<file path="src/sv/irpwd_pkg.sv">
package irpwd_pkg;

  // Queue geometry and frame length.
  localparam int QUEUE_DEPTH = 16;
  localparam int FRAME_BITS  = 7;
  localparam int NUM_QUEUES  = 4;

  localparam int PTR_W  = $clog2(QUEUE_DEPTH);
  localparam int QSEL_W = $clog2(NUM_QUEUES);
  localparam int ADDR_W = $clog2(NUM_QUEUES * QUEUE_DEPTH);
  localparam int BCNT_W = $clog2(FRAME_BITS + 1);

  // Fixed field widths.
  localparam int FUNC_W  = 2;
  localparam int WIDTH_W = 8;
  localparam int CMD_W   = 7;
  localparam int CODE_W  = 8;
  localparam int IGN_W   = 7;

  // Configuration port.
  localparam int CFG_IDX_W  = 2;
  localparam int CFG_DATA_W = 8;

  localparam logic [WIDTH_W-1:0] HEADER_MIN_RST = 8'd80;
  localparam logic [WIDTH_W-1:0] ONE_THRESH_RST = 8'd50;
  localparam logic [IGN_W-1:0]   IGN_FRAME_RST  = 7'd8;
  localparam logic [IGN_W-1:0]   IGN_CLICK_RST  = 7'd100;

  // Mouse button 1 command, which sets the longer ignore window.
  localparam logic [CMD_W-1:0] CLICK_CMD = 7'h1f;

  // Depth of the queue between the decoder and the scancode queues.
  localparam int MID_DEPTH = 4;
  localparam int MID_PTR_W = $clog2(MID_DEPTH);
  localparam int MID_CNT_W = $clog2(MID_DEPTH + 1);

  typedef enum logic [CFG_IDX_W-1:0] {
    CFG_HEADER_MIN   = 2'd0,
    CFG_ONE_THRESH   = 2'd1,
    CFG_IGNORE_FRAME = 2'd2,
    CFG_IGNORE_CLICK = 2'd3
  } cfg_reg_e;

  typedef enum logic [FUNC_W-1:0] {
    FUNC_PULSE = 2'd0,
    FUNC_POP   = 2'd1,
    FUNC_READ  = 2'd2,
    FUNC_NOP   = 2'd3
  } func_e;

  typedef enum logic [1:0] {
    OP_PLAIN = 2'd0,
    OP_POP   = 2'd1,
    OP_PUSH  = 2'd2
  } op_kind_e;

  typedef struct packed {
    logic [FUNC_W-1:0]  func;
    logic [WIDTH_W-1:0] pulse_width;
    logic [QSEL_W-1:0]  queue_select;
  } in_t;

  typedef struct packed {
    logic               frame_done;
    logic               pop_valid;
    logic [CODE_W-1:0]  pop_data;
    logic               command_valid;
    logic [CMD_W-1:0]   command_code;
    logic               push_dropped;
  } out_t;

  // One classified beat handed from the decoder to the queue engine.
  typedef struct packed {
    op_kind_e          kind;
    logic [QSEL_W-1:0] queue;
    logic [CODE_W-1:0] code;
    logic              frame_done;
    logic              command_valid;
    logic [CMD_W-1:0]  command_code;
  } op_t;

  typedef struct packed {
    logic              hit;
    logic [QSEL_W-1:0] queue;
    logic [CODE_W-1:0] code;
  } map_t;

  // Fixed command to scancode map.
  function automatic map_t map_cmd(logic [CMD_W-1:0] cmd);
    map_t m;
    m.hit   = 1'b1;
    m.queue = '0;
    m.code  = '0;
    case (cmd)
      7'h26: begin m.queue = 2'd1; m.code = 8'hB0; end
      7'h4E: begin m.queue = 2'd1; m.code = 8'hB1; end
      7'h0E: begin m.queue = 2'd1; m.code = 8'hB7; end
      7'h54: begin m.queue = 2'd2; m.code = 8'h82; end
      7'h06: begin m.queue = 2'd1; m.code = 8'hB6; end
      7'h46: begin m.queue = 2'd1; m.code = 8'hB5; end
      7'h17: begin m.queue = 2'd0; m.code = 8'h44; end
      7'h4F: begin m.queue = 2'd3; m.code = 8'h40; end
      7'h0F: begin m.queue = 2'd3; m.code = 8'h80; end
      7'h2F: begin m.queue = 2'd3; m.code = 8'h20; end
      7'h6F: begin m.queue = 2'd3; m.code = 8'h10; end
      7'h1F: begin m.queue = 2'd3; m.code = 8'h01; end
      default: begin m.hit = 1'b0; end
    endcase
    return m;
  endfunction

endpackage

</file>
<file path="src/sv/irpwd_front.sv">
module irpwd_front (
  input  logic                           clk_i,
  input  logic                           rst_ni,
  input  logic                           accept_i,
  input  irpwd_pkg::in_t                 in_data_i,
  input  logic                           cfg_we_i,
  input  logic [irpwd_pkg::CFG_IDX_W-1:0]  cfg_index_i,
  input  logic [irpwd_pkg::CFG_DATA_W-1:0] cfg_data_i,
  output irpwd_pkg::op_t                 op_o
);
  import irpwd_pkg::*;

  logic [WIDTH_W-1:0]    header_min_q, one_thresh_q;
  logic [IGN_W-1:0]      ign_frame_q, ign_click_q;

  logic                  in_frame_q, in_frame_d;
  logic [FRAME_BITS-1:0] shift_q, shift_d;
  logic [BCNT_W-1:0]     cnt_q, cnt_d;
  logic [IGN_W-1:0]      ign_q, ign_d;
  logic [CMD_W-1:0]      latest_q, latest_d;
  logic                  unread_q, unread_d;

  logic [IGN_W-1:0]      ign_dec;
  logic [FRAME_BITS-1:0] shift_next;
  logic [BCNT_W-1:0]     cnt_next;
  logic [CMD_W-1:0]      cmd;
  map_t                  map;
  op_t                   op;

  always_comb begin
    in_frame_d = in_frame_q;
    shift_d    = shift_q;
    cnt_d      = cnt_q;
    ign_d      = ign_q;
    latest_d   = latest_q;
    unread_d   = unread_q;
    op         = '0;
    op.kind    = OP_PLAIN;

    ign_dec    = (ign_q != '0) ? ign_q - IGN_W'(1) : ign_q;
    shift_next = FRAME_BITS'({shift_q, (in_data_i.pulse_width > one_thresh_q)});
    cnt_next   = cnt_q + BCNT_W'(1);
    cmd        = CMD_W'(shift_next);
    map        = map_cmd(cmd);

    case (func_e'(in_data_i.func))
      FUNC_PULSE: begin
        if (!in_frame_q) begin
          ign_d = ign_dec;
          if (in_data_i.pulse_width >= header_min_q && ign_dec == '0) begin
            in_frame_d = 1'b1;
          end
        end else if (cnt_next == BCNT_W'(FRAME_BITS)) begin
          in_frame_d      = 1'b0;
          shift_d         = '0;
          cnt_d           = '0;
          ign_d           = (cmd == CLICK_CMD) ? ign_click_q : ign_frame_q;
          latest_d        = cmd;
          unread_d        = 1'b1;
          op.frame_done   = 1'b1;
          op.command_code = cmd;
          if (map.hit) begin
            op.kind  = OP_PUSH;
            op.queue = map.queue;
            op.code  = map.code;
          end
        end else begin
          shift_d = shift_next;
          cnt_d   = cnt_next;
        end
      end
      FUNC_POP: begin
        op.kind  = OP_POP;
        op.queue = in_data_i.queue_select;
      end
      FUNC_READ: begin
        unread_d         = 1'b0;
        op.command_valid = unread_q;
        op.command_code  = unread_q ? latest_q : '0;
      end
      default: begin
      end
    endcase
  end

  assign op_o = op;

  always_ff @(posedge clk_i or negedge rst_ni) begin
    if (!rst_ni) begin
      header_min_q <= HEADER_MIN_RST;
      one_thresh_q <= ONE_THRESH_RST;
      ign_frame_q  <= IGN_FRAME_RST;
      ign_click_q  <= IGN_CLICK_RST;
      in_frame_q   <= 1'b0;
      shift_q      <= '0;
      cnt_q        <= '0;
      ign_q        <= '0;
      latest_q     <= '0;
      unread_q     <= 1'b0;
    end else begin
      if (cfg_we_i) begin
        case (cfg_reg_e'(cfg_index_i))
          CFG_HEADER_MIN:   header_min_q <= WIDTH_W'(cfg_data_i);
          CFG_ONE_THRESH:   one_thresh_q <= WIDTH_W'(cfg_data_i);
          CFG_IGNORE_FRAME: ign_frame_q  <= IGN_W'(cfg_data_i);
          CFG_IGNORE_CLICK: ign_click_q  <= IGN_W'(cfg_data_i);
          default: begin
          end
        endcase
      end
      if (accept_i) begin
        in_frame_q <= in_frame_d;
        shift_q    <= shift_d;
        cnt_q      <= cnt_d;
        ign_q      <= ign_d;
        latest_q   <= latest_d;
        unread_q   <= unread_d;
      end
    end
  end

endmodule

</file>
<file path="src/sv/irpwd_opq.sv">
module irpwd_opq (
  input  logic           clk_i,
  input  logic           rst_ni,
  input  logic           push_i,
  input  irpwd_pkg::op_t push_op_i,
  output logic           full_o,
  input  logic           pop_i,
  output logic           empty_o,
  output irpwd_pkg::op_t head_o
);
  import irpwd_pkg::*;

  op_t                  slots_q [MID_DEPTH];
  logic [MID_PTR_W-1:0] wr_q, rd_q;
  logic [MID_CNT_W-1:0] cnt_q;

  assign full_o  = (cnt_q == MID_CNT_W'(MID_DEPTH));
  assign empty_o = (cnt_q == '0);
  assign head_o  = slots_q[rd_q];

  always_ff @(posedge clk_i) begin
    if (push_i) begin
      slots_q[wr_q] <= push_op_i;
    end
  end

  always_ff @(posedge clk_i or negedge rst_ni) begin
    if (!rst_ni) begin
      wr_q  <= '0;
      rd_q  <= '0;
      cnt_q <= '0;
    end else begin
      if (push_i) begin
        wr_q <= (wr_q == MID_PTR_W'(MID_DEPTH - 1)) ? '0 : wr_q + MID_PTR_W'(1);
      end
      if (pop_i) begin
        rd_q <= (rd_q == MID_PTR_W'(MID_DEPTH - 1)) ? '0 : rd_q + MID_PTR_W'(1);
      end
      case ({push_i, pop_i})
        2'b10:   cnt_q <= cnt_q + MID_CNT_W'(1);
        2'b01:   cnt_q <= cnt_q - MID_CNT_W'(1);
        default: cnt_q <= cnt_q;
      endcase
    end
  end

endmodule

</file>
<file path="src/sv/irpwd_back.sv">
module irpwd_back (
  input  logic            clk_i,
  input  logic            rst_ni,
  input  logic            op_avail_i,
  input  irpwd_pkg::op_t  op_i,
  output logic            op_take_o,
  output logic            out_valid_o,
  input  logic            out_stall_i,
  output irpwd_pkg::out_t out_data_o
);
  import irpwd_pkg::*;

  logic [CODE_W-1:0] store_q [NUM_QUEUES * QUEUE_DEPTH];
  logic [PTR_W-1:0]  rd_ptr_q [NUM_QUEUES];
  logic [PTR_W-1:0]  wr_ptr_q [NUM_QUEUES];

  logic              out_valid_q;
  logic              frame_done_q, pop_valid_q, cmd_valid_q, dropped_q;
  logic [CMD_W-1:0]  cmd_code_q;
  logic [CODE_W-1:0] rdata_q;

  logic              adv;
  logic [PTR_W-1:0]  rp, wp, wp_next;
  logic              pop_hit, push_ok, push_drop;
  logic [ADDR_W-1:0] rd_addr, wr_addr;

  function automatic logic [PTR_W-1:0] bump(logic [PTR_W-1:0] p);
    return (p == PTR_W'(QUEUE_DEPTH - 1)) ? '0 : p + PTR_W'(1);
  endfunction

  assign adv       = op_avail_i && (!out_valid_q || !out_stall_i);
  assign op_take_o = adv;

  assign rp        = rd_ptr_q[op_i.queue];
  assign wp        = wr_ptr_q[op_i.queue];
  assign wp_next   = bump(wp);
  assign pop_hit   = (op_i.kind == OP_POP) && (rp != wp);
  assign push_drop = (op_i.kind == OP_PUSH) && (wp_next == rp);
  assign push_ok   = (op_i.kind == OP_PUSH) && (wp_next != rp);
  assign rd_addr   = ADDR_W'(ADDR_W'(op_i.queue) * ADDR_W'(QUEUE_DEPTH) + ADDR_W'(rp));
  assign wr_addr   = ADDR_W'(ADDR_W'(op_i.queue) * ADDR_W'(QUEUE_DEPTH) + ADDR_W'(wp));

  always_ff @(posedge clk_i) begin
    if (adv && push_ok) begin
      store_q[wr_addr] <= op_i.code;
    end
    if (adv && pop_hit) begin
      rdata_q <= store_q[rd_addr];
    end
  end

  always_ff @(posedge clk_i or negedge rst_ni) begin
    if (!rst_ni) begin
      for (int i = 0; i < NUM_QUEUES; i++) begin
        rd_ptr_q[i] <= '0;
        wr_ptr_q[i] <= '0;
      end
      out_valid_q  <= 1'b0;
      frame_done_q <= 1'b0;
      pop_valid_q  <= 1'b0;
      cmd_valid_q  <= 1'b0;
      dropped_q    <= 1'b0;
      cmd_code_q   <= '0;
    end else begin
      if (!out_valid_q || !out_stall_i) begin
        out_valid_q <= op_avail_i;
      end
      if (adv) begin
        if (pop_hit) begin
          rd_ptr_q[op_i.queue] <= bump(rp);
        end
        if (push_ok) begin
          wr_ptr_q[op_i.queue] <= wp_next;
        end
        frame_done_q <= op_i.frame_done;
        pop_valid_q  <= pop_hit;
        cmd_valid_q  <= op_i.command_valid;
        cmd_code_q   <= op_i.command_code;
        dropped_q    <= push_drop;
      end
    end
  end

  assign out_valid_o              = out_valid_q;
  assign out_data_o.frame_done    = frame_done_q;
  assign out_data_o.pop_valid     = pop_valid_q;
  assign out_data_o.pop_data      = pop_valid_q ? rdata_q : '0;
  assign out_data_o.command_valid = cmd_valid_q;
  assign out_data_o.command_code  = cmd_code_q;
  assign out_data_o.push_dropped  = dropped_q;

endmodule

</file>
<file path="src/sv/ir_pulse_width_decoder_queues_top.sv">
// Each accepted beat is held in the op queue, then its result in the output register.
// Throughput: one beat per cycle while the op queue is not full; the output
// register and a four-entry op queue let input acceptance continue while a result
// waits on out_stall_i.
// Reset (rst_ni low, asynchronous) clears the decoder state, queue pointers and
// handshake state and loads the configuration defaults; the scancode store is
// not cleared, since equal pointers already mark every queue empty.
module ir_pulse_width_decoder_queues_top (
  input  logic                             clk_i,
  input  logic                             rst_ni,
  input  logic                             in_valid_i,
  output logic                             in_stall_o,
  input  irpwd_pkg::in_t                   in_data_i,
  output logic                             out_valid_o,
  input  logic                             out_stall_i,
  output irpwd_pkg::out_t                  out_data_o,
  input  logic                             cfg_valid_i,
  output logic                             cfg_ready_o,
  input  logic [irpwd_pkg::CFG_IDX_W-1:0]  cfg_index_i,
  input  logic [irpwd_pkg::CFG_DATA_W-1:0] cfg_data_i
);
  import irpwd_pkg::*;

  // The front end decodes pulses, owns the frame state and the latest command,
  // and turns each beat into one operation: a plain result, a queue pop, or a
  // scancode push. Its state never depends on queue occupancy, so it can run
  // ahead of the queue engine.
  logic accept;
  logic opq_full, opq_empty, op_take;
  op_t  front_op, head_op;

  assign accept      = in_valid_i && !in_stall_o;
  assign in_stall_o  = opq_full;

  // Configuration registers are always writable.
  assign cfg_ready_o = 1'b1;

  irpwd_front u_front (
    .clk_i       (clk_i),
    .rst_ni      (rst_ni),
    .accept_i    (accept),
    .in_data_i   (in_data_i),
    .cfg_we_i    (cfg_valid_i),
    .cfg_index_i (cfg_index_i),
    .cfg_data_i  (cfg_data_i),
    .op_o        (front_op)
  );

  // The op queue keeps beats in order, so pushes and pops reach the ring
  // queues in the same order the beats were accepted.
  irpwd_opq u_opq (
    .clk_i     (clk_i),
    .rst_ni    (rst_ni),
    .push_i    (accept),
    .push_op_i (front_op),
    .full_o    (opq_full),
    .pop_i     (op_take),
    .empty_o   (opq_empty),
    .head_o    (head_op)
  );

  // The back end holds the four ring queues in one store addressed by queue
  // and pointer, detects full queues, and registers the result beat.
  irpwd_back u_back (
    .clk_i       (clk_i),
    .rst_ni      (rst_ni),
    .op_avail_i  (!opq_empty),
    .op_i        (head_op),
    .op_take_o   (op_take),
    .out_valid_o (out_valid_o),
    .out_stall_i (out_stall_i),
    .out_data_o  (out_data_o)
  );

`ifndef SYNTHESIS
  // An empty pop must return a zero scancode.
  assert property (@(posedge clk_i) disable iff (!rst_ni)
    out_valid_o && !out_data_o.pop_valid |-> out_data_o.pop_data == '0)
    else $error("pop_data nonzero without pop_valid");

  // A dropped push can only come from a completed frame.
  assert property (@(posedge clk_i) disable iff (!rst_ni)
    out_valid_o && out_data_o.push_dropped |-> out_data_o.frame_done)
    else $error("push_dropped without frame_done");

  // A beat is one function only: never a pop, a frame and a read at once.
  assert property (@(posedge clk_i) disable iff (!rst_ni)
    out_valid_o |-> $countones({out_data_o.frame_done, out_data_o.pop_valid,
                                out_data_o.command_valid}) <= 1)
    else $error("result beat mixes functions");
`endif

endmodule

</file>
<file path="config.mk">
export PLATFORM = sky130hd
export DESIGN_NAME = ir_pulse_width_decoder_queues_top
export DESIGN_NICKNAME = d
export VERILOG_FILES = /design/src/sv/irpwd_pkg.sv /design/src/sv/irpwd_front.sv /design/src/sv/irpwd_opq.sv /design/src/sv/irpwd_back.sv /design/src/sv/ir_pulse_width_decoder_queues_top.sv
export SDC_FILE = /design/constraint.sdc
export NUM_CORES = 1
export LEC_CHECK = 0
export ABC_CLOCK_PERIOD_IN_PS = 4000
export BUFFER_PORTS_ARGS = -buffer_cell sky130_fd_sc_hd__clkbuf_2
export CELL_PAD_IN_SITES_DETAIL_PLACEMENT = 0
export CELL_PAD_IN_SITES_GLOBAL_PLACEMENT = 1
export CORE_MARGIN = 1.5
export CORE_UTILIZATION = 49
export DETAILED_ROUTE_END_ITERATION = 16
export PLACE_DENSITY = 0.75
export SETUP_SLACK_MARGIN = 0.3
export SLEW_MARGIN = 20
export SYNTH_ARGS = -nofsm -noshare
export SYNTH_HDL_FRONTEND = slang
export SYNTH_HIERARCHICAL = 1
export SYNTH_SLANG_ARGS = --single-unit
</file>
<file path="constraint.sdc">
create_clock -name clk_i -period 4 [get_ports clk_i]
set_clock_uncertainty 0.1 [all_clocks]
set_input_delay 0.6 -clock clk_i [delete_from_list [all_inputs] [get_ports clk_i]]
set_output_delay 0.6 -clock clk_i [all_outputs]
set_load 0.005 [all_outputs]
</file>
After elaboration in Yosys (flattened, before gate mapping)
Memories as Yosys holds them, arrays and structs flattened. A register that Yosys moved wholly into a read port is not among the register bits.
Index checks and enable logic that the tools add are counted.
{"block": "totals", "ff_bits": 106, "memories": 2, "mem_bits_rw": 596, "output_inout_bits": 22}
{"block": "op_classes", "addsub": 10, "reduce_logical": 33, "eq_ne": 33, "n_bitwise": 1, "n_mux": 44, "magnitude_cmp": 4}
{"name": "u_back.store_q", "depth": 64, "width": 8, "rd": 1, "rd_ports_with_merged_regs": 1, "wr": 1, "line_no": "irpwd_back.sv:13", "rtl": "logic [CODE_W-1:0] store_q [NUM_QUEUES * QUEUE_DEPTH];"}
{"name": "u_opq.slots_q", "depth": 4, "width": 21, "rd": 1, "rd_ports_with_merged_regs": 0, "wr": 1, "line_no": "irpwd_opq.sv:13", "rtl": "op_t slots_q [MID_DEPTH];"}
{"cell": "$pmux W10 S12", "count": 1}
{"cell": "$mux W7", "count": 7}
{"cell": "$eq A7 B7 Y1 const B", "count": 5}
{"cell": "$bwmux W16", "count": 2}
{"cell": "$mux W4", "count": 7}
{"cell": "$mux W13", "count": 2}
{"cell": "$bmux W4 S2", "count": 2}
{"cell": "$eq A2 B2 Y1 const B", "count": 7}
{"cell": "$eq A7 B4 Y1 const B", "count": 2}
{"cell": "$eq A7 B5 Y1 const B", "count": 2}
{"cell": "$eq A7 B6 Y1 const B", "count": 2}
{"cell": "$pmux W7 S2", "count": 1}
{"cell": "$reduce_and A2 Y1", "count": 7}
{"cell": "$add A6 B4 Y6", "count": 2}
{"cell": "$mux W12", "count": 1}
{"cell": "$reduce_or A12 Y1", "count": 1}
{"cell": "$mux W1", "count": 11}
{"cell": "$logic_and A1 B1 Y1", "count": 9}
{"cell": "$mux W9", "count": 1}
{"cell": "$add A4 B1 Y4 const B", "count": 2}
{"cell": "$demux W4 S2", "count": 1}
{"cell": "$eq A2 B1 Y1 const B", "count": 4}
{"cell": "$eq A4 B4 Y1 const B", "count": 2}
{"cell": "$ge A8 B8 Y1", "count": 1}
{"cell": "other kinds (30)", "count": 43}

Logic depth before layout (Yosys ltp)
Gate-level depths: netlist of run 1.
An unclocked memory read counts as a cell.
{"block": "depth", "ltp_word": 12, "depth_mapped": 16}

Cells and area by module
Netlist of run 1, hierarchy kept.
{"module": "irpwd_back", "seq_area_each_um2": 16716.0, "instances": 1, "area_per_inst_um2": 23142.2, "cells_each": 1476}
{"module": "irpwd_opq", "seq_area_each_um2": 2697.6, "instances": 1, "area_per_inst_um2": 3483.3, "cells_each": 148}
{"module": "irpwd_front", "seq_area_each_um2": 1387.6, "instances": 1, "area_per_inst_um2": 3388.2, "cells_each": 342}
{"module": "ir_pulse_width_decoder_queues_top", "seq_area_each_um2": 0.0, "instances": 1, "area_per_inst_um2": 28.8, "cells_each": 4}

Least setup slack after synthesis of run 1
No wires, ideal clock.
{"block": "synth_path", "path_kind": "flip-flop to flip-flop", "start": "register u_opq.rd_q[0]", "end": "memory u_back.store_q[16][0], enable pin", "n_path_buf": 7, "required_time_ns": 3.530, "arrival_time_ns": 3.897, "stages_incl_launch_ff": 16, "path_slack_ns": -0.368, "period_less_slack_ns": 4.368, "path_cell_list": "dfrtp_1 buf_6 buf_12 mux4_2 buf_6 mux4_2 buf_6 ha_1 xnor3_1 and3_1 and4_1 buf_6 or3_1 buf_6 buf_6 nor2_1"}
{"item": "start, declared", "line_no": "irpwd_opq.sv:14", "rtl": "logic [MID_PTR_W-1:0] wr_q, rd_q;"}
{"item": "start signal, assigned", "line_no": "irpwd_opq.sv:37", "rtl": "rd_q <= (rd_q == MID_PTR_W'(MID_DEPTH - 1)) ? '0 : rd_q + MID_PTR_W'(1);"}
{"item": "end, declared", "line_no": "irpwd_back.sv:13"}

==> qor.csv, run 1 <==
stage,metric,value,unit
synthesis,syn_nets,2026,
synthesis,synth_edf_count,604,
final_layout,layout-drive-gt1-share,20.4,%
setup_path,arrival,3890,ps
clocking,tritoncts,done,
clocking,worstSkewPairLatency,600,ps
final_layout,ff_latch_area,0.0208,sq mm
synthesis,synthFlopType,edfxtp_1,
setup_path,end_kind,register,
detailed_routing,wirelength,69600,um
clocking,clock-sinks,710,
synthesis,yosysWarnings,6,
detailed_routing,viasPerCell,5.84,
final_layout,layout-area-overhead-vs-synth,14.9,%
sta,fin_crit_sh,92.9,%
final_layout,post-route-cell-area,0.0345,sq mm
setup_path,crit-reg2reg-launch,u_opq/rd_q[0],
clocking,cts_buffers,74,
worst_hold_path,hold_end,u_back/out_valid_o,
synthesis,syn_area,0.0300,sq mm
clocking,cts.clk_slew.worst_paths,60,ps
place,dpl.hpwl,42100,um
worst_hold_path,hold_path.class,input port to register,
synthesis,ys_ff_latch,710,
synthesis,synth_top_area_share,60.4,%
sta,tightestPinTransition,904,ps
sta,setup_viol,0,
detailed_routing,dr.pass1.iters,7,
setup_path,slowest_delay,590,ps
sta,period_needed,3720,ps
power,vdd_drop_max,0.821,mV
clocking,cts_max_path_buffers,3,
sta,fmax,0.269,GHz
setup_path,cpMostUsedCell,mux4_2,
detailed_routing,wl_per_cell,23.8,um
setup_path,path_cells,"mux4_2, buf_12, mux4_2, ha_4, xnor3_1, and3_4, and4_4, or3_4, clkbuf_16, nor2_4",
detailed_routing,route.vias.total,17100,
sta,rsz0062_at_grt,yes,
status,status,finished clean,
detailed_routing,drc,0,
detailed_routing,ant_nets,0,
setup_path,required,4180,ps
synthesis,synth_cell_types,85,
setup_path,crit_family,multiplexers,
global_route,grt_max_degree,87,
sta,drv_slew,0,
synthesis,synth-seq-area-share,69.2,%
clocking,cts-root-buf,clkbuf_16,
setup_path,start_kind,register,
place,portBuffers,47,
global_route,antenna_found_initial,0,
job,drv_cap,0,
floorplan,ioPinCount,49,
global_route,grt_pass1_vias,17300,
worst_hold_path,hp-start,out_stall_i,
clocking,htreeDepth,3,
synthesis,synthArstFlopShare,14.9,%
setup_path,r2r_slack,280,ps
worst_hold_path,holdPathStages,3,
final_layout,multi_input_area,0.00896,sq mm
global_route,grtUsageTotal,22.2,%
setup_path,slowest_stage,mux4_2,
final_layout,final_core_util,57.1,%
place,placed_area,0.0316,sq mm
global_route,grt_pass1_wl,105000,um
power,p_leak,12.3,nW
synthesis,netlist_instances,1970,
floorplan,design.core.area,0.0605,sq mm
floorplan,fp-row-count,90,
setup_path,crit_fanout,8,
setup_path,critPathKind,register to register,
synthesis,syn_area_per_cell,15.3,sq um
final_layout,antenna_cells,0,
power,p_total,30.3,mW
floorplan,die_w,251,um
global_route,overflow,0,
setup_path,cp_num_buf_inv,2,
final_layout,final_cells,2922,
place,dp.cells,2765,
synthesis,synth_area_leaders,"edfxtp_1 60%, mux2i_1 8.7%, dfrtp_1 8.1%, nand2_1 2.3%, mux2_2 1.8%",
sta,slew-limit-headroom,39.7,%
synthesis,yosys.area.top_type,edfxtp_1,
floorplan,start_util,49.7,%
sta,timing.hold.ws,160,ps
setup_path,r2r_end,u_back/store_q[44][6],
final_layout,fillers,4654,
setup_path,setup.worst_path.start,u_opq/rd_q[0],
floorplan,fp.dieH,251,um
sta,hold_viol,0,
setup_path,rr_worst_depth,10,
detailed_routing,first_iter_violations,1436,
place,gp_congestion,0.838,
floorplan,dieArea,0.0628,sq mm
final_layout,layout.nets,2139,
power,p_per_area,877,mW/mm^2
power breakdown:
part           internal [mW]  switching [mW]
clock network           3.93            2.77
logic                   5.02            8.26
registers               9.88           0.395
total                   18.8            11.4
cells in the mapped netlist (10+ instances only):
library cell  number
nor2b_1           34
mux4_2            23
or3_1             13
a22o_1            14
a32o_1            18
inv_1             36
nor3_1            16
nor2_1           110
buf_4             10
buf_6             11
buf_2             30
a21o_1            13
nand2_1          183
mux2_2            48
a21oi_1           53
clkbuf_1          48
mux2i_1          260
o21ai_0           28
edfxtp_1         604
dfrtp_1           97
a31oi_1           16
and2_1            18
a221oi_1          16
nand3_1           27
nand2b_1          13
a211oi_1          53
ha_1              28
xor2_1            12
kinds of logic (layout without fill, tap and decap cells):
kind of cell    Yosys count  in the layout  synth area share (%)
simple gates            465            465                  7.38
mux                     336            336                  12.6
compound gates          268            268                  6.48
xor+xnor                 16             16                 0.512
buf+inv                 144            314                  2.50
other cells               2              2                0.0250
flops                   710            710                  69.2
fa+ha+maj                29             29                  1.23
worst reg2reg max path, cell delays in order, from the launching register on:
cell	delay (ps)
dfrtp_1	360
mux4_2	590
buf_12	180
mux4_2	510
ha_4	220
xnor3_1	190
and3_4	210
and4_4	150
or3_4	430
clkbuf_16	220
nor2_4	250
flip-flops by register name, indices dropped and copies added (netlist names), 2 cells and up:
name and count:
u_back/wr_ptr_q 16, u_opq/cnt_q 3, u_front/latest_q 7, u_back/cmd_code_q 7
u_opq/slots_q 84, u_front/shift_q 6, u_front/ign_q 7, u_front/header_min_q 8
u_front/ign_frame_q 7, u_opq/wr_q 2, u_front/ign_click_q 7, u_opq/rd_q 2
u_back/store_q 512, u_back/rd_ptr_q 16, u_back/rdata_q 8, u_front/cnt_q 3
u_front/one_thresh_q 8
final cells by class:
type	count	share of cell area, %
Timing Repair Buffer	144	3.71
Tap cell	782	2.84
Multi-Input combinational cell	1116	26.0
Inverter	37	0.402
Sequential cell	710	60.3
Clock buffer	98	5.81
Clock inverter	35	1.00
layout by cell type, fill, tap and decap left out, types with 28 or more instances in the layout:
master / instances
o21ai_0: 28
nand2_1: 182
mux2i_1: 260
clkbuf_2: 46
edfxtp_1: 604
a21oi_1: 53
dfrtp_1: 97
nor2b_1: 34
mux2_2: 47
buf_4: 77
nor2_4: 37
nor2_1: 53
clkbuf_16: 80
inv_1: 36
a211oi_1: 49
worst max path at each step:
stage                                 end  slack [ps]  cells after the start
floorplan           u_back/store_q[56][0]          80                     15
global placement        u_back/rdata_q[0]         100                      9
detailed placement  u_back/store_q[40][6]         -10                      9
CTS                 u_back/store_q[60][1]         190                      9
global route        u_back/store_q[12][3]         210                     10
finish              u_back/store_q[44][6]         280                     10
layer usage:
metal,vias up,track usage [%],share of wire (%)
met3,109,3.57,6.0
met5,-,0,0
met2,575,36.3,48
li1,7756,-,-
met4,0,8.35,2.9
met1,8635,30.0,43
through the flow:
step / setup TNS (ps) / worst slack [ps]
2_1_floorplan: 0 / 77.5
3_3_place_gp: 0 / 99.2
3_5_place_dp: -75.4 / -9.73
4_1_cts: 0 / 192
5_1_grt: 0 / 214
6_report: 0 / 285
timing repair:
| action | CTS | global route |
|---|---|---|
| pin swaps | 8 | 10 |
| hold buffers | 1 | 0 |
| gates cloned | 2 | 3 |
| buffers inserted | 5 | 13 |
| setup endpoints to repair | 408 | 438 |
| endpoints found under the hold margin | 32 | 0 |
| gates resized for setup | 36 | 32 |
Note: power is estimated with default switching activity, not from simulation.
==> inputs of run 2 (changes only) <==
- ABC_AREA: default -> 1
- CORE_UTILIZATION: 49 -> 46
==> run 2 against run 1 <==
  * Area after synthesis grew 9.7%
  * Global-route usage grew 0.70 points
  * Via count grew 33%
  * Die area grew 17%
  * Synthesized cell count grew 61%
  * Core utilization shrank 4.3 points
  * Register-to-register slack gained 180 ps
  * Critical path depth grew 2
  * Final cell count grew 43%
  * Count of clock-buffer cells in the layout shrank 2
  * Combinational power shrank 4%
  * First-iteration DRC count grew 31%
  * Largest cell class unchanged
==> qor.csv, run 2 <==
stage,metric,value,unit,change
floorplan,dieArea,0.0732,sq mm,+17%
floorplan,design.core.area,0.0705,sq mm,+17%
power,p_leak,15.1,nW,+22%
detailed_routing,wl_per_cell,20.2,um,-15%
clocking,cts_buffers,76,,+2.7%
synthesis,synth-seq-area-share,63.1,%,-6.1 points
synthesis,yosys.area.top_type,edfxtp_1,,
synthesis,synthFlopType,edfxtp_1,,
synthesis,synth_edf_count,604,,unchanged
floorplan,fp.dieH,271,um,+8.0%
synthesis,syn_area,0.0330,sq mm,+9.7%
sta,tightestPinTransition,1030,ps,+122 ps
detailed_routing,drc,0,,unchanged
floorplan,die_w,271,um,+8.0%
detailed_routing,dr.pass1.iters,8,,+1
setup_path,rr_worst_depth,12,,+2
sta,setup_viol,0,,unchanged
global_route,antenna_found_initial,0,,unchanged
global_route,grt_max_degree,169,,+94%
place,portBuffers,47,,unchanged
setup_path,crit-reg2reg-launch,u_opq/rd_q[0],,
clocking,clock-sinks,710,,unchanged
global_route,overflow,0,,unchanged
synthesis,synth_cell_types,46,,-46%
setup_path,crit_fanout,77,,+69
worst_hold_path,hold_path.class,input port to register,,
place,pre_cts_ws,157,ps,+166 ps
global_route,grt_pass1_vias,22400,,+30%
global_route,grt_pass1_wl,129000,um,+23%
setup_path,critPathKind,register to register,,
detailed_routing,route.vias.total,22600,,+33%
setup_path,arrival,3760,ps,-130 ps
synthesis,synthTopCellsByCount,"716 x nand2_1, 604 x edfxtp_1, 483 x nand3_1, 427 x inv_1, 240 x nand3b_1",,
synthesis,yosysWarnings,6,,unchanged
power,p_per_area,813,mW/mm^2,-7.2%
floorplan,ioPinCount,49,,unchanged
synthesis,synthArstFlopShare,14.9,%,unchanged
place,placed_area,0.0341,sq mm,+8.2%
final_layout,largest_register_ffs,512,,unchanged
detailed_routing,ant_nets,0,,unchanged
synthesis,syn_area_per_cell,10.4,sq um,-32%
clocking,worstSkewPairLatency,630,ps,+30 ps
clocking,tritoncts,done,,
power,vdd_drop_max,0.694,mV,-15%
final_layout,post-route-cell-area,0.0372,sq mm,+7.8%
synthesis,synth_area_leaders,"edfxtp_1 55%, nand2_1 8.2%, dfrtp_1 7.4%, nand3_1 7.3%, nand3b_1 5.5%",,
sta,slew-limit-headroom,31.5,%,-8.2 points
final_layout,antenna_cells,0,,unchanged
final_layout,layout_common_cells,"706 x nand2_1, 604 x edfxtp_1, 483 x nand3_1",,
sta,setup_ws,462,ps,+177 ps
setup_path,setup.worst_path.start,u_opq/rd_q[0],,
final_layout,layout-drive-gt1-share,12.9,%,-7.5 points
synthesis,synth_top_area_share,55.0,%,-5.3 points
sta,fin_crit_sh,88.4,%,-4.4 points
final_layout,multi_input_area,0.0101,sq mm,+13%
detailed_routing,viasPerCell,5.43,,-7.1%
clocking,cts_max_path_buffers,3,,unchanged
global_route,grtUsageTotal,22.9,%,+0.70 points
setup_path,end_kind,register,,
floorplan,start_util,46.7,%,-3.0 points
final_layout,layout.nets,3227,,+51%
final_layout,largest_register,u_back/store_q,,
sta,rsz0062_at_grt,yes,,
final_layout,layout-area-overhead-vs-synth,12.9,%,
sta,totalNegativeSetupSlack,0,ps,unchanged
place,gp_congestion,0.859,,+2.4%
final_layout,fillers,6224,,+34%
synthesis,netlist_instances,3162,,+61%
clocking,cts.clk_slew.worst_paths,60,ps,about the same
detailed_routing,wirelength,84400,um,+21%
final_layout,ff_latch_area,0.0208,sq mm,unchanged
sta,drv_slew,0,,unchanged
sta,period_needed,3540,ps,-177 ps
status,status,finished clean,,
place,dpl.hpwl,50900,um,+21%
synthesis,synth_most_common_cell,nand2_1,,
synthesis,ys_ff_latch,710,,unchanged
clocking,htreeDepth,3,,unchanged
floorplan,fp-row-count,97,,+7.8%
synthesis,syn_nets,3218,,+59%
final_layout,final_common_cell,nand2_1,,
final_layout,reg.largest.list,"u_back/store_q: 512 flops, u_opq/slots_q: 84 flops",,
sta,hold_viol,0,,unchanged
worst_hold_path,holdPathStages,3,,unchanged
detailed_routing,first_iter_violations,1886,,+31%
worst_hold_path,hp-start,out_stall_i,,
clocking,cts-root-buf,clkbuf_16,,
setup_path,start_kind,register,,
sta,fmax,0.283,GHz,+5.0%
setup_path,required,4230,ps,+50 ps
job,drv_cap,0,,unchanged
==> run 2: changes by cell type after synthesis, sizes merged, moves of 48 or more <==
cell    previous run  this run
inv               37       441
mux2              48         0
nand2            183       733
mux2i            260         0
a211oi            55         0
nand3             27       500
nand3b             5       240
buf               58       136
==> run 2: worst max-delay path: stages, from the launching register on <==
cell	delay, ps
dfrtp_1	400
inv_2	160
buf_4	700
nand2_1	140
o211ai_2	100
nand2_1	70
inv_1	80
nand3_1	180
inv_2	300
buf_4	310
nand3_2	180
nor2_1	240
buf_4	230
==> run 2: power by group <==
group / internal, mW / leakage [nW] / switching, mW
sequential: 10.0 / 6.82 / 0.333
combinational: 3.29 / 6.99 / 9.48
clock: 4.24 / 1.24 / 2.90
total: 17.6 / 15.1 / 12.7
==> run 2: cell families (layout without fill, tap and decap cells) <==
kind of cell / after synthesis / in the layout / share of synthesized area [%]
AO/OA/AOI/OAI: 137 / 137 / 2.94
XOR/XNOR: 10 / 10 / 0.289
adder cells (fa/ha/maj): 29 / 29 / 1.12
flip-flops: 710 / 710 / 63.1
other: 2 / 2 / 0.0228
AND/OR/NAND/NOR: 1651 / 1651 / 24.6
buffers and inverters: 623 / 691 / 7.89
==> run 2: layout make-up <==
class	instances	area share (%)
Sequential cell	710	55.9
Multi-Input combinational cell	1829	27.1
Clock buffer	96	5.64
Inverter	444	4.50
Tap cell	940	3.16
Timing Repair Buffer	110	2.49
Clock inverter	41	1.18
==> run 2: what timing repair did <==
item,in CTS,in global routing
cloned,0,1
buffers inserted,0,2
setup endpoints to repair,236,504
hold buffers,1,0
resized for setup,13,111
endpoints found under the hold margin,46,0
pin swaps,0,1
==> run 2: worst paths after layout <==
kind / endpoint / slack [ps]
min in group asynchronous: u_front/one_thresh_q[3] / 490
max: u_back/store_q[47][5] / 460
max reg2reg: u_back/store_q[47][5] / 460
min: u_back/out_valid_o / 110
max in group asynchronous: u_front/latest_q[2] / 2450
min reg2reg: u_back/wr_ptr_q[7] / 370
==> run 2: metrics by stage <==
| step | util, % | instances | hold slack (ps) | total power, mW |
|---|---|---|---|---|
| floorplan | - | 3162 | 204 | 18.7 |
| global placement | 48.4 | 4029 | 357 | 22.8 |
| detailed placement | 48.4 | 4029 | 358 | 23.0 |
| CTS | 52.1 | 4167 | 84.6 | 30.2 |
| global route | 52.8 | 4170 | 118 | 32.0 |
| finish | 52.8 | 4170 | 108 | 30.3 |
==> run 2: routing by layer <==
| metal | part of all wire (%) | vias to the layer above | GRT usage (%) |
|---|---|---|---|
| met5 | 0 | - | 0 |
| met4 | 2.6 | 0 | 7.20 |
| met3 | 5.3 | 130 | 3.32 |
| met2 | 49 | 679 | 38.6 |
| met1 | 43 | 11100 | 30.5 |
| li1 | - | 10700 | - |
